## config.mk

```make
export PLATFORM = sky130hd
export DESIGN_NAME = stereo_bitcrusher_top_flat
export DESIGN_NICKNAME = d
export VERILOG_FILES = /design/src/hw/rtl/sbc_pkg.sv /design/src/hw/rtl/sbc_if.sv /design/src/hw/rtl/sbc_ctrl.sv /design/src/hw/rtl/sbc_quant.sv /design/src/hw/rtl/sbc_datapath.sv /design/src/hw/rtl/stereo_bitcrusher_top.sv /design/src/flat_wrapper.sv
export SDC_FILE = /design/constraint.sdc
export NUM_CORES = 1
export LEC_CHECK = 0
export BUFFER_PORTS_ARGS = -buffer_cell sky130_fd_sc_hd__buf_2
export CELL_PAD_IN_SITES_DETAIL_PLACEMENT = 0
export CELL_PAD_IN_SITES_GLOBAL_PLACEMENT = 2
export CORE_UTILIZATION = 35
export DETAILED_ROUTE_END_ITERATION = 16
export HOLD_SLACK_MARGIN = 0.02
export PLACE_DENSITY_LB_ADDON = 0.1
export SYNTH_ARGS = -nofsm -noshare
export SYNTH_HDL_FRONTEND = slang
export SYNTH_SLANG_ARGS = --single-unit
```

## constraint.sdc

```tcl
create_clock -name clk -period 5.5 [get_ports clk]
set_input_delay 1.1 -clock clk [delete_from_list [all_inputs] [get_ports clk]]
set_output_delay 1.1 -clock clk [all_outputs]
set_load 0.02 [all_outputs]
```

## src/hw/rtl/sbc_pkg.sv

```systemverilog
// sbc_pkg: shared types and constants for the stereo bitcrusher
// no dependencies; imported by the controller, datapath and quantiser lane
`timescale 1ns / 1ps

package sbc_pkg;

  localparam int CFG_IDX_W  = 2;
  localparam int CFG_DATA_W = 8;
  localparam int LEVELS_W   = 8;
  localparam int REM_W      = LEVELS_W + 1;

  localparam logic [CFG_IDX_W-1:0] REG_HOLD_COUNT   = CFG_IDX_W'(0);
  localparam logic [CFG_IDX_W-1:0] REG_QUANT_LEVELS = CFG_IDX_W'(1);

  localparam logic [CFG_DATA_W-1:0] HOLD_COUNT_RST   = CFG_DATA_W'(1);
  localparam logic [CFG_DATA_W-1:0] QUANT_LEVELS_RST = CFG_DATA_W'(0);

  typedef struct packed {
    logic                in_load;
    logic                mul;
    logic                div_step;
    logic                div_first;
    logic                capture;
    logic                quant_en;
    logic                out_load;
    logic [LEVELS_W-1:0] quant_levels;
  } sbc_cmd_t;

endpackage

```

## src/hw/rtl/sbc_if.sv

```systemverilog
// sbc_if: valid/ready channel interfaces for frames, results and register writes
// depends on sbc_pkg for the configuration port widths
`timescale 1ns / 1ps

interface sbc_in_if #(
  parameter int SAMPLE_BITS = 16
);
  logic                          valid;
  logic                          ready;
  logic signed [SAMPLE_BITS-1:0] left_sample;
  logic signed [SAMPLE_BITS-1:0] right_sample;
  logic                          block_start;

  modport source (output valid, left_sample, right_sample, block_start, input ready);
  modport sink   (input valid, left_sample, right_sample, block_start, output ready);
endinterface

interface sbc_out_if #(
  parameter int SAMPLE_BITS = 16
);
  logic                          valid;
  logic                          ready;
  logic signed [SAMPLE_BITS-1:0] left_out;
  logic signed [SAMPLE_BITS-1:0] right_out;

  modport source (output valid, left_out, right_out, input ready);
  modport sink   (input valid, left_out, right_out, output ready);
endinterface

interface sbc_cfg_if;
  logic                           valid;
  logic                           ready;
  logic [sbc_pkg::CFG_IDX_W-1:0]  index;
  logic [sbc_pkg::CFG_DATA_W-1:0] data;

  modport source (output valid, index, data, input ready);
  modport sink   (input valid, index, data, output ready);
endinterface

```

## src/hw/rtl/sbc_ctrl.sv

```systemverilog
// sbc_ctrl: frame sequencer, hold counter and register file
// depends on sbc_pkg; drives the command struct into sbc_datapath
`timescale 1ns / 1ps

module sbc_ctrl #(
  parameter int SAMPLE_BITS = 16
) (
  input  logic                              clk,
  input  logic                              rst_n,
  input  logic                              in_valid,
  input  logic                              in_block_start,
  output logic                              in_ready,
  output logic                              out_valid,
  input  logic                              out_ready,
  input  logic                              cfg_valid,
  input  logic [sbc_pkg::CFG_IDX_W-1:0]     cfg_index,
  input  logic [sbc_pkg::CFG_DATA_W-1:0]    cfg_data,
  output logic                              cfg_ready,
  output sbc_pkg::sbc_cmd_t                 cmd
);
  import sbc_pkg::*;

  localparam int CNT_W = $clog2(SAMPLE_BITS);
  localparam logic [CNT_W-1:0] CNT_LAST = CNT_W'(SAMPLE_BITS - 1);

  typedef enum logic [2:0] {
    S_IDLE,
    S_MUL,
    S_DIV,
    S_CAP,
    S_OUT
  } state_t;

  state_t                state_r, state_nxt;
  logic [CNT_W-1:0]      cnt_r, cnt_nxt;
  logic [LEVELS_W-1:0]   hold_pos_r, hold_pos_nxt;
  logic [CFG_DATA_W-1:0] hold_count_r, hold_count_nxt;
  logic [CFG_DATA_W-1:0] quant_levels_r, quant_levels_nxt;
  logic                  out_valid_r, out_valid_nxt;

  logic [LEVELS_W-1:0]   n_eff, pos_a, pos_b, pos_inc;
  logic                  accept, capture, quant_on, slot_free;

  assign accept    = in_valid && in_ready;
  assign in_ready  = (state_r == S_IDLE);
  assign out_valid = out_valid_r;
  assign cfg_ready = 1'b1;
  assign quant_on  = (quant_levels_r != '0);
  assign slot_free = !out_valid_r || out_ready;

  // hold counter arithmetic, zero count behaves as one
  always_comb begin
    n_eff   = (hold_count_r == '0) ? LEVELS_W'(1) : hold_count_r;
    pos_a   = in_block_start ? '0 : hold_pos_r;
    pos_b   = (pos_a >= n_eff) ? '0 : pos_a;
    capture = (pos_b == '0);
    pos_inc = pos_b + LEVELS_W'(1);
    if (pos_inc >= n_eff) begin
      pos_inc = '0;
    end
  end

  always_comb begin
    state_nxt        = state_r;
    cnt_nxt          = cnt_r;
    hold_pos_nxt     = hold_pos_r;
    hold_count_nxt   = hold_count_r;
    quant_levels_nxt = quant_levels_r;
    out_valid_nxt    = out_valid_r;

    cmd              = '0;
    cmd.quant_en     = quant_on;
    cmd.quant_levels = quant_levels_r;
    cmd.in_load      = accept;

    if (out_valid_r && out_ready) begin
      out_valid_nxt = 1'b0;
    end

    if (cfg_valid) begin
      case (cfg_index)
        REG_HOLD_COUNT:   hold_count_nxt   = cfg_data;
        REG_QUANT_LEVELS: quant_levels_nxt = cfg_data;
        default: ;
      endcase
    end

    case (state_r)
      S_IDLE: begin
        if (accept) begin
          hold_pos_nxt = pos_inc;
          if (!capture) begin
            state_nxt = S_OUT;
          end else if (quant_on) begin
            state_nxt = S_MUL;
          end else begin
            state_nxt = S_CAP;
          end
        end
      end
      S_MUL: begin
        cmd.mul   = 1'b1;
        cnt_nxt   = '0;
        state_nxt = S_DIV;
      end
      S_DIV: begin
        cmd.div_step  = 1'b1;
        cmd.div_first = (cnt_r == '0);
        cnt_nxt       = cnt_r + CNT_W'(1);
        if (cnt_r == CNT_LAST) begin
          state_nxt = S_CAP;
        end
      end
      S_CAP: begin
        cmd.capture = 1'b1;
        state_nxt   = S_OUT;
      end
      S_OUT: begin
        if (slot_free) begin
          cmd.out_load  = 1'b1;
          out_valid_nxt = 1'b1;
          state_nxt     = S_IDLE;
        end
      end
      default: state_nxt = S_IDLE;
    endcase
  end

  always_ff @(posedge clk) begin
    if (!rst_n) begin
      state_r        <= S_IDLE;
      cnt_r          <= '0;
      hold_pos_r     <= '0;
      hold_count_r   <= HOLD_COUNT_RST;
      quant_levels_r <= QUANT_LEVELS_RST;
      out_valid_r    <= 1'b0;
    end else begin
      state_r        <= state_nxt;
      cnt_r          <= cnt_nxt;
      hold_pos_r     <= hold_pos_nxt;
      hold_count_r   <= hold_count_nxt;
      quant_levels_r <= quant_levels_nxt;
      out_valid_r    <= out_valid_nxt;
    end
  end

  a_accept_leaves_idle: assert property (@(posedge clk) disable iff (!rst_n)
    accept |=> (state_r != S_IDLE))
    else $error("accepted item did not start processing");

  a_out_load_slot: assert property (@(posedge clk) disable iff (!rst_n)
    cmd.out_load |-> slot_free)
    else $error("result register overwritten while still held");

  a_div_ends_in_cap: assert property (@(posedge clk) disable iff (!rst_n)
    (state_r == S_DIV && cnt_r == CNT_LAST) |=> (state_r == S_CAP))
    else $error("divider sequence did not finish in capture");

  a_mul_needs_levels: assert property (@(posedge clk) disable iff (!rst_n)
    (state_r == S_MUL) |-> quant_on)
    else $error("quantiser started with zero levels");

endmodule

```

## src/hw/rtl/sbc_quant.sv

```systemverilog
// sbc_quant: one channel of the quantiser, magnitude multiply then restoring divide
// depends on sbc_pkg for the command struct; used twice by sbc_datapath
`timescale 1ns / 1ps

module sbc_quant #(
  parameter int SAMPLE_BITS = 16
) (
  input  logic                          clk,
  input  sbc_pkg::sbc_cmd_t             cmd,
  input  logic signed [SAMPLE_BITS-1:0] sample_i,
  output logic signed [SAMPLE_BITS-1:0] value_o
);
  import sbc_pkg::*;

  localparam int FRAC = SAMPLE_BITS - 1;
  localparam int PROD_W = SAMPLE_BITS + 1 + LEVELS_W;

  logic [SAMPLE_BITS-1:0] raw_r;
  logic [REM_W-1:0]       rem_r, rem_nxt;
  logic [SAMPLE_BITS-1:0] quo_r, quo_nxt;

  logic                   neg;
  logic [SAMPLE_BITS:0]   mag;
  logic [PROD_W-1:0]      prod;
  logic [REM_W-1:0]       trial, divisor;
  logic                   qbit;
  logic [SAMPLE_BITS-1:0] qmag;

  assign neg     = raw_r[SAMPLE_BITS-1];
  assign mag     = neg ? (~{raw_r[SAMPLE_BITS-1], raw_r} + (SAMPLE_BITS+1)'(1))
                       : {1'b0, raw_r};
  assign prod    = {{LEVELS_W{1'b0}}, mag} * {{(SAMPLE_BITS+1){1'b0}}, cmd.quant_levels};
  assign divisor = {1'b0, cmd.quant_levels};

  // first step takes k unshifted, the rest shift the partial remainder
  always_comb begin
    trial   = cmd.div_first ? rem_r : {rem_r[REM_W-2:0], 1'b0};
    qbit    = (trial >= divisor);
    rem_nxt = qbit ? (trial - divisor) : trial;
    quo_nxt = {quo_r[SAMPLE_BITS-2:0], qbit};
  end

  assign qmag    = quo_r;
  assign value_o = !cmd.quant_en ? raw_r : (neg ? (~qmag + SAMPLE_BITS'(1)) : qmag);

  always_ff @(posedge clk) begin
    if (cmd.in_load) begin
      raw_r <= sample_i;
    end
    if (cmd.mul) begin
      rem_r <= prod[FRAC+REM_W-1:FRAC];
    end else if (cmd.div_step) begin
      rem_r <= rem_nxt;
    end
    if (cmd.div_step) begin
      quo_r <= quo_nxt;
    end
  end

endmodule

```

## src/hw/rtl/sbc_datapath.sv

```systemverilog
// sbc_datapath: two quantiser lanes, held pair and result register
// depends on sbc_pkg and sbc_quant; steered by sbc_ctrl commands
`timescale 1ns / 1ps

module sbc_datapath #(
  parameter int SAMPLE_BITS = 16
) (
  input  logic                          clk,
  input  sbc_pkg::sbc_cmd_t             cmd,
  input  logic signed [SAMPLE_BITS-1:0] left_sample,
  input  logic signed [SAMPLE_BITS-1:0] right_sample,
  output logic signed [SAMPLE_BITS-1:0] left_out,
  output logic signed [SAMPLE_BITS-1:0] right_out,
  input  logic                          rst_n
);
  import sbc_pkg::*;

  logic signed [SAMPLE_BITS-1:0] left_q, right_q;
  logic signed [SAMPLE_BITS-1:0] held_left_r, held_right_r;
  logic signed [SAMPLE_BITS-1:0] left_out_r, right_out_r;

  sbc_quant #(.SAMPLE_BITS(SAMPLE_BITS)) u_lane_left (
    .clk      (clk),
    .cmd      (cmd),
    .sample_i (left_sample),
    .value_o  (left_q)
  );

  sbc_quant #(.SAMPLE_BITS(SAMPLE_BITS)) u_lane_right (
    .clk      (clk),
    .cmd      (cmd),
    .sample_i (right_sample),
    .value_o  (right_q)
  );

  // held pair resets to zero as it is observable state
  always_ff @(posedge clk) begin
    if (!rst_n) begin
      held_left_r  <= '0;
      held_right_r <= '0;
    end else if (cmd.capture) begin
      held_left_r  <= left_q;
      held_right_r <= right_q;
    end
    if (cmd.out_load) begin
      left_out_r  <= held_left_r;
      right_out_r <= held_right_r;
    end
  end

  assign left_out  = left_out_r;
  assign right_out = right_out_r;

endmodule

```

## src/hw/rtl/stereo_bitcrusher_top.sv

```systemverilog
// stereo_bitcrusher_top: sample-and-hold plus magnitude quantiser for stereo frames
// depends on sbc_pkg, sbc_if, sbc_ctrl, sbc_datapath
//
//   channel | direction | payload                              | handshake
//   in_ch   | sink      | left_sample, right_sample, block_start | valid/ready
//   out_ch  | source    | left_out, right_out                  | valid/ready
//   cfg_ch  | sink      | index, data                          | valid/ready, always ready
//
// a held frame goes from accept straight to the output state; a captured frame without
// quantisation passes through capture first; a quantised capture passes through multiply,
// the steps of the bit-per-cycle restoring divider in each lane, capture and output
// one item in flight; the next is accepted once the current one sits in the result register
// a stalled result keeps the item waiting and in ready low until the result register frees
// synchronous active-low reset restores hold count 1, quantisation off, held pair zero
`timescale 1ns / 1ps

module stereo_bitcrusher_top #(
  parameter int SAMPLE_BITS = 16
) (
  input  logic      clk,
  input  logic      rst_n,
  sbc_in_if.sink    in_ch,
  sbc_out_if.source out_ch,
  sbc_cfg_if.sink   cfg_ch
);
  import sbc_pkg::*;

  sbc_cmd_t cmd;

  sbc_ctrl #(.SAMPLE_BITS(SAMPLE_BITS)) u_ctrl (
    .clk            (clk),
    .rst_n          (rst_n),
    .in_valid       (in_ch.valid),
    .in_block_start (in_ch.block_start),
    .in_ready       (in_ch.ready),
    .out_valid      (out_ch.valid),
    .out_ready      (out_ch.ready),
    .cfg_valid      (cfg_ch.valid),
    .cfg_index      (cfg_ch.index),
    .cfg_data       (cfg_ch.data),
    .cfg_ready      (cfg_ch.ready),
    .cmd            (cmd)
  );

  sbc_datapath #(.SAMPLE_BITS(SAMPLE_BITS)) u_datapath (
    .clk          (clk),
    .cmd          (cmd),
    .left_sample  (in_ch.left_sample),
    .right_sample (in_ch.right_sample),
    .left_out     (out_ch.left_out),
    .right_out    (out_ch.right_out),
    .rst_n        (rst_n)
  );

endmodule
```

## src/flat_wrapper.sv

```systemverilog
// flat-port wrapper written by rule: the top's interface ports become plain ports
module stereo_bitcrusher_top_flat import sbc_pkg::*;
#(
  parameter int SAMPLE_BITS = 16
)
  (clk, rst_n, in_ch_valid, in_ch_left_sample, in_ch_right_sample, in_ch_block_start, in_ch_ready, out_ch_valid, out_ch_left_out, out_ch_right_out, out_ch_ready, cfg_ch_valid, cfg_ch_index, cfg_ch_data, cfg_ch_ready);
  sbc_in_if #(.SAMPLE_BITS(SAMPLE_BITS)) in_ch_i ();
  sbc_out_if #(.SAMPLE_BITS(SAMPLE_BITS)) out_ch_i ();
  sbc_cfg_if cfg_ch_i ();
  input  logic clk;
  input  logic rst_n;
  input wire logic [$bits(in_ch_i.valid)-1:0] in_ch_valid;
  input wire logic [$bits(in_ch_i.left_sample)-1:0] in_ch_left_sample;
  input wire logic [$bits(in_ch_i.right_sample)-1:0] in_ch_right_sample;
  input wire logic [$bits(in_ch_i.block_start)-1:0] in_ch_block_start;
  output wire logic [$bits(in_ch_i.ready)-1:0] in_ch_ready;
  output wire logic [$bits(out_ch_i.valid)-1:0] out_ch_valid;
  output wire logic [$bits(out_ch_i.left_out)-1:0] out_ch_left_out;
  output wire logic [$bits(out_ch_i.right_out)-1:0] out_ch_right_out;
  input wire logic [$bits(out_ch_i.ready)-1:0] out_ch_ready;
  input wire logic [$bits(cfg_ch_i.valid)-1:0] cfg_ch_valid;
  input wire logic [$bits(cfg_ch_i.index)-1:0] cfg_ch_index;
  input wire logic [$bits(cfg_ch_i.data)-1:0] cfg_ch_data;
  output wire logic [$bits(cfg_ch_i.ready)-1:0] cfg_ch_ready;
  assign in_ch_i.valid = in_ch_valid;
  assign in_ch_i.left_sample = in_ch_left_sample;
  assign in_ch_i.right_sample = in_ch_right_sample;
  assign in_ch_i.block_start = in_ch_block_start;
  assign in_ch_ready = in_ch_i.ready;
  assign out_ch_valid = out_ch_i.valid;
  assign out_ch_left_out = out_ch_i.left_out;
  assign out_ch_right_out = out_ch_i.right_out;
  assign out_ch_i.ready = out_ch_ready;
  assign cfg_ch_i.valid = cfg_ch_valid;
  assign cfg_ch_i.index = cfg_ch_index;
  assign cfg_ch_i.data = cfg_ch_data;
  assign cfg_ch_ready = cfg_ch_i.ready;
  stereo_bitcrusher_top #(.SAMPLE_BITS(SAMPLE_BITS)) u_core (.clk(clk), .rst_n(rst_n), .in_ch(in_ch_i), .out_ch(out_ch_i), .cfg_ch(cfg_ch_i));
endmodule
```

==> flow_summary.yaml <==
global_route:
  grt_pass1_vias: 13648
  track_usage_pct: 20.6
  grt_max_degree: 52
  grt_overflow: 0
  grt_pass1_wl_um: 74600
  antenna_found_initial: 0
status:
  status: "finished, violations left"
  failed_checks: "setup timing"
floorplan:
  die_h_um: 219
  dieArea_um2: 47800
  start_util_pct: 35.8
  coreArea_um2: 45900
  rows: 78
  die_x_um: 219
  io_pins: 83
cts:
  cts_root_buf: "clkbuf_16"
  cts.sinks: 178
  path_clk_slew_ns: 0.09
  h-tree-depth: 4
  cts_inserted_buffers: 17
  ctsLongestPathBuffers: 2
  cts_tree: "done"
  clock_latency_ns: 0.50
  postCtsHoldBufs: 0
timing:
  fin_ws_ns: -0.301
  hold_viol_final: 0
  period_needed_ns: 5.80
  worst_pin_slew_ns: 1.07
  maxSlewViolCount: 0
  slew_headroom_pct: 28.8
  setup_viol: 17
  max_freq_mhz: 172
  finalCritPeriodShare_pct: 105
  grt_setup_unrepaired: "yes"
  finClkSkew_ns: 0.0230
finish:
  fin_nets: 2331
  fillers: 4546
  fin_cells: 2600
  final_core_util_pct: 44.9
  synthToLayoutAreaGrowth_pct: 25.3
  drive_gt1_share_pct: 24.2
power:
  p_seq_share_pct: 33.1
  p_per_area_nw_per_um2: 254
  peakVddDrop_mv: 0.220
  p_switching_mw: 2.03
  pwr-share-clk_pct: 24.3
  power.internal_mw: 3.20
  totalPowerFinal_mw: 5.23
  leakage_nw: 9.11
  power_frac_comb_pct: 42.6
  p_sw_share_pct: 38.8
routing:
  dr_wl_met2_um: 23500
  met1_length_um: 20700
  dr_total_vias: 12770
  drc: 0
  wl_per_cell_um: 17.7
  routed_wl_um: 46100
  drtIter0Drc: 625
  firstDrtPassIters: 5
  routed.top_layer: "met4"
  wl_met3_um: 1390
  viasPerCell: 4.91
  ant_nets: 0
worst_hold_path:
  min_path_type: "reg -> reg"
critical_path:
  cp.required_ns: 5.72
  crit_path_end_kind: "flop"
  crit_top_cell: "fa_1"
  startpoint_type: "flop"
  slowest_delay_ns: 0.60
  cp_max_fo: 5
  cp_top_family: "adder cells"
  worstPathCellList: "or4_4 > o21ai_4 > nand2_2 > o21ai_2 > xor2_2 > buf_6 > nor2_2 > fa_2 > fa_1 > fa_1 > fa_1 > ha_4 > a21oi_4 > a21boi_4 > o31a_1 > a211oi_4 > buf_4 > o21bai_4 > a211oi_2 > or3_1 > o21ai_1"
  arrival_ns: 6.02
  path_buf_inv: 2
  cpMaxStageDelayCell: "or4_4"
  path_class: "reg -> reg"
synthesis:
  synth.yosys.seq_area_share_pct: 28.7
  syn-mean-instance-area_um2: 9.50
  synth_cell_type_count: 73
  syn_area_um2: 16400
  yosys_register_bits: 178
  synthArstFlopShare_pct: 0
  synthesis.instances: 1729
  synth_ff_type: "edfxtp_1"
  ys_warn_count: 0
  synth-edff-count: 114
placement:
  dp_cells: 2529
  dp.final_hpwl_um: 35600
  post-place-ws_ns: -0.488
  port_buffers: 81
  routabilityCongestion: 0.797
flow_run:
  drv_cap: 0
[worst paths after layout]
check                                              start                                      to  slack, ns  depth (start not counted)
hold / removal          u_core.u_datapath.held_left_r[8]           u_core.u_datapath.left_out[8]       0.43                          0
setup / recovery  u_core.u_datapath.u_lane_left.raw_r[5]  u_core.u_datapath.u_lane_left.rem_r[4]      -0.30                         21
hold reg to reg         u_core.u_datapath.held_left_r[8]           u_core.u_datapath.left_out[8]       0.43                          0
setup reg to reg  u_core.u_datapath.u_lane_left.raw_r[5]  u_core.u_datapath.u_lane_left.rem_r[4]      -0.30                         21
[cell usage after synthesis (all sizes together), types with 6 or more instances]
cell | count | share of area (%)
and3 | 7 | 0.27
nand4 | 8 | 0.30
o211ai | 13 | 0.59
nor3 | 10 | 0.30
dfxtp | 64 | 7.8
a21oi | 63 | 1.9
mux2i | 26 | 1.6
nor2 | 255 | 5.9
xor2 | 58 | 3.1
ha | 120 | 9.1
nor2b | 73 | 2.8
nor4 | 8 | 0.34
a211oi | 27 | 1.3
fa | 178 | 22
or3 | 10 | 0.41
and2 | 23 | 0.88
o31ai | 15 | 0.69
a21o | 11 | 0.50
a22o | 7 | 0.37
inv | 235 | 5.4
nand3 | 24 | 0.73
buf | 6 | 0.18
nand2b | 36 | 1.4
nand2 | 106 | 2.4
xnor2 | 27 | 1.4
a21boi | 7 | 0.32
edfxtp | 114 | 21
clkbuf | 57 | 1.3
o41ai | 9 | 0.48
o21ai | 53 | 1.6
o21a | 9 | 0.41
[worst register-to-register path, delay by kind of cell (launching register included)]
family	cells	cell delay, ns
buf+inv	2	0.32
flops	1	0.40
simple gates	4	0.86
xor+xnor	1	0.16
compound gates	9	1.50
fa+ha+maj	5	2.29
[power by group through the flow]
| stage | clock (mW) | combinational, mW | sequential [mW] |
|---|---|---|---|
| after global placement | 0 | 2.06 | 1.76 |
| after floorplan | 0 | 1.35 | 1.74 |
| after CTS | 1.32 | 2.18 | 1.73 |
| after detailed placement | 0 | 2.05 | 1.76 |
| final | 1.27 | 2.23 | 1.73 |
| after global routing | 1.36 | 2.50 | 1.75 |
[layer usage]
metal	up-vias	track usage (%)
li1	6199	-
met1	6362	25.9
met2	173	36.4
met3	36	3.60
met4	0	4.85
met5	-	0
[kinds of logic (layout without fill, tap and decap cells)]
logic type | after synthesis | after routing | synth area share (%)
adders and majority gates | 298 | 298 | 30.8
AOI/OAI and AO/OA | 253 | 253 | 10.3
xor gates and xnor gates | 85 | 85 | 4.53
and+or+nand+nor | 584 | 584 | 16.9
buffers and inverters | 299 | 555 | 6.87
DFF | 178 | 178 | 28.7
other | 2 | 17 | 0.0457
muxes | 30 | 30 | 1.88
[area by class of cell]
cell class                 count  area [um^2]  share of cell area (%)
clock inverter                15          160                   0.778
timing repair buffer         287         2050                    9.99
tap                          600          751                    3.65
inverter                     236          886                    4.31
sequential                   178         4700                    22.9
clock buffer                  17          425                    2.07
antenna                        2         5.00                  0.0243
multi-input combinational   1265        11600                    56.3
[cell usage in the layout (no fill, tap or decap), types with 10 or more instances in the layout]
cell type  synthesis  routed
a211oi_1          25      21
a21o_1            11      10
a21oi_1           63      52
and2_1            23      20
buf_2              2      81
buf_4              1     181
buf_6              0      24
clkbuf_16          0      17
conb_1             2      15
dfxtp_1           64      64
edfxtp_1         114     114
fa_1             178     169
ha_1             120     103
ha_4               0      16
inv_1            232     210
inv_2              3      25
mux2i_1           25      25
nand2_1          106     100
nand2b_1          36      35
nand3_1           24      23
nor2_1           254     237
nor2_2             0      14
nor2b_1           73      71
nor3_1            10      10
o211ai_1          13      13
o21ai_0           51      37
o31ai_1           15      10
xnor2_1           27      23
xor2_1            58      45
xor2_2             0      12
[sequential cells by signal (all words and copies together), names as in the netlist, 16 cells and up]
signal,cells
u_core.u_datapath.held_left_r,16
u_core.u_datapath.held_right_r,16
u_core.u_datapath.left_out,16
u_core.u_datapath.right_out,16
u_core.u_datapath.u_lane_left.qmag,16
u_core.u_datapath.u_lane_left.raw_r,16
u_core.u_datapath.u_lane_right.qmag,16
u_core.u_datapath.u_lane_right.raw_r,16
[through the flow]
step / setup TNS [ns] / hold slack, ns / cell area, um^2
5_1_grt: -7.46 / 0.444 / 20600
3_3_place_gp: -5.24 / 0.418 / 18900
3_5_place_dp: -5.84 / 0.420 / 18900
6_report: -3.54 / 0.433 / 20600
4_1_cts: -2.82 / 0.438 / 20200
2_1_floorplan: -0.621 / 0.408 / 16700
[timing repair]
action	4_1_cts	5_1_grt
pin swaps	106	61
endpoints found under the hold margin	0	0
buffers inserted	23	18
resized for setup	97	75
endpoints found under the setup margin	18	18
Power figures use the tool's default switching activity.
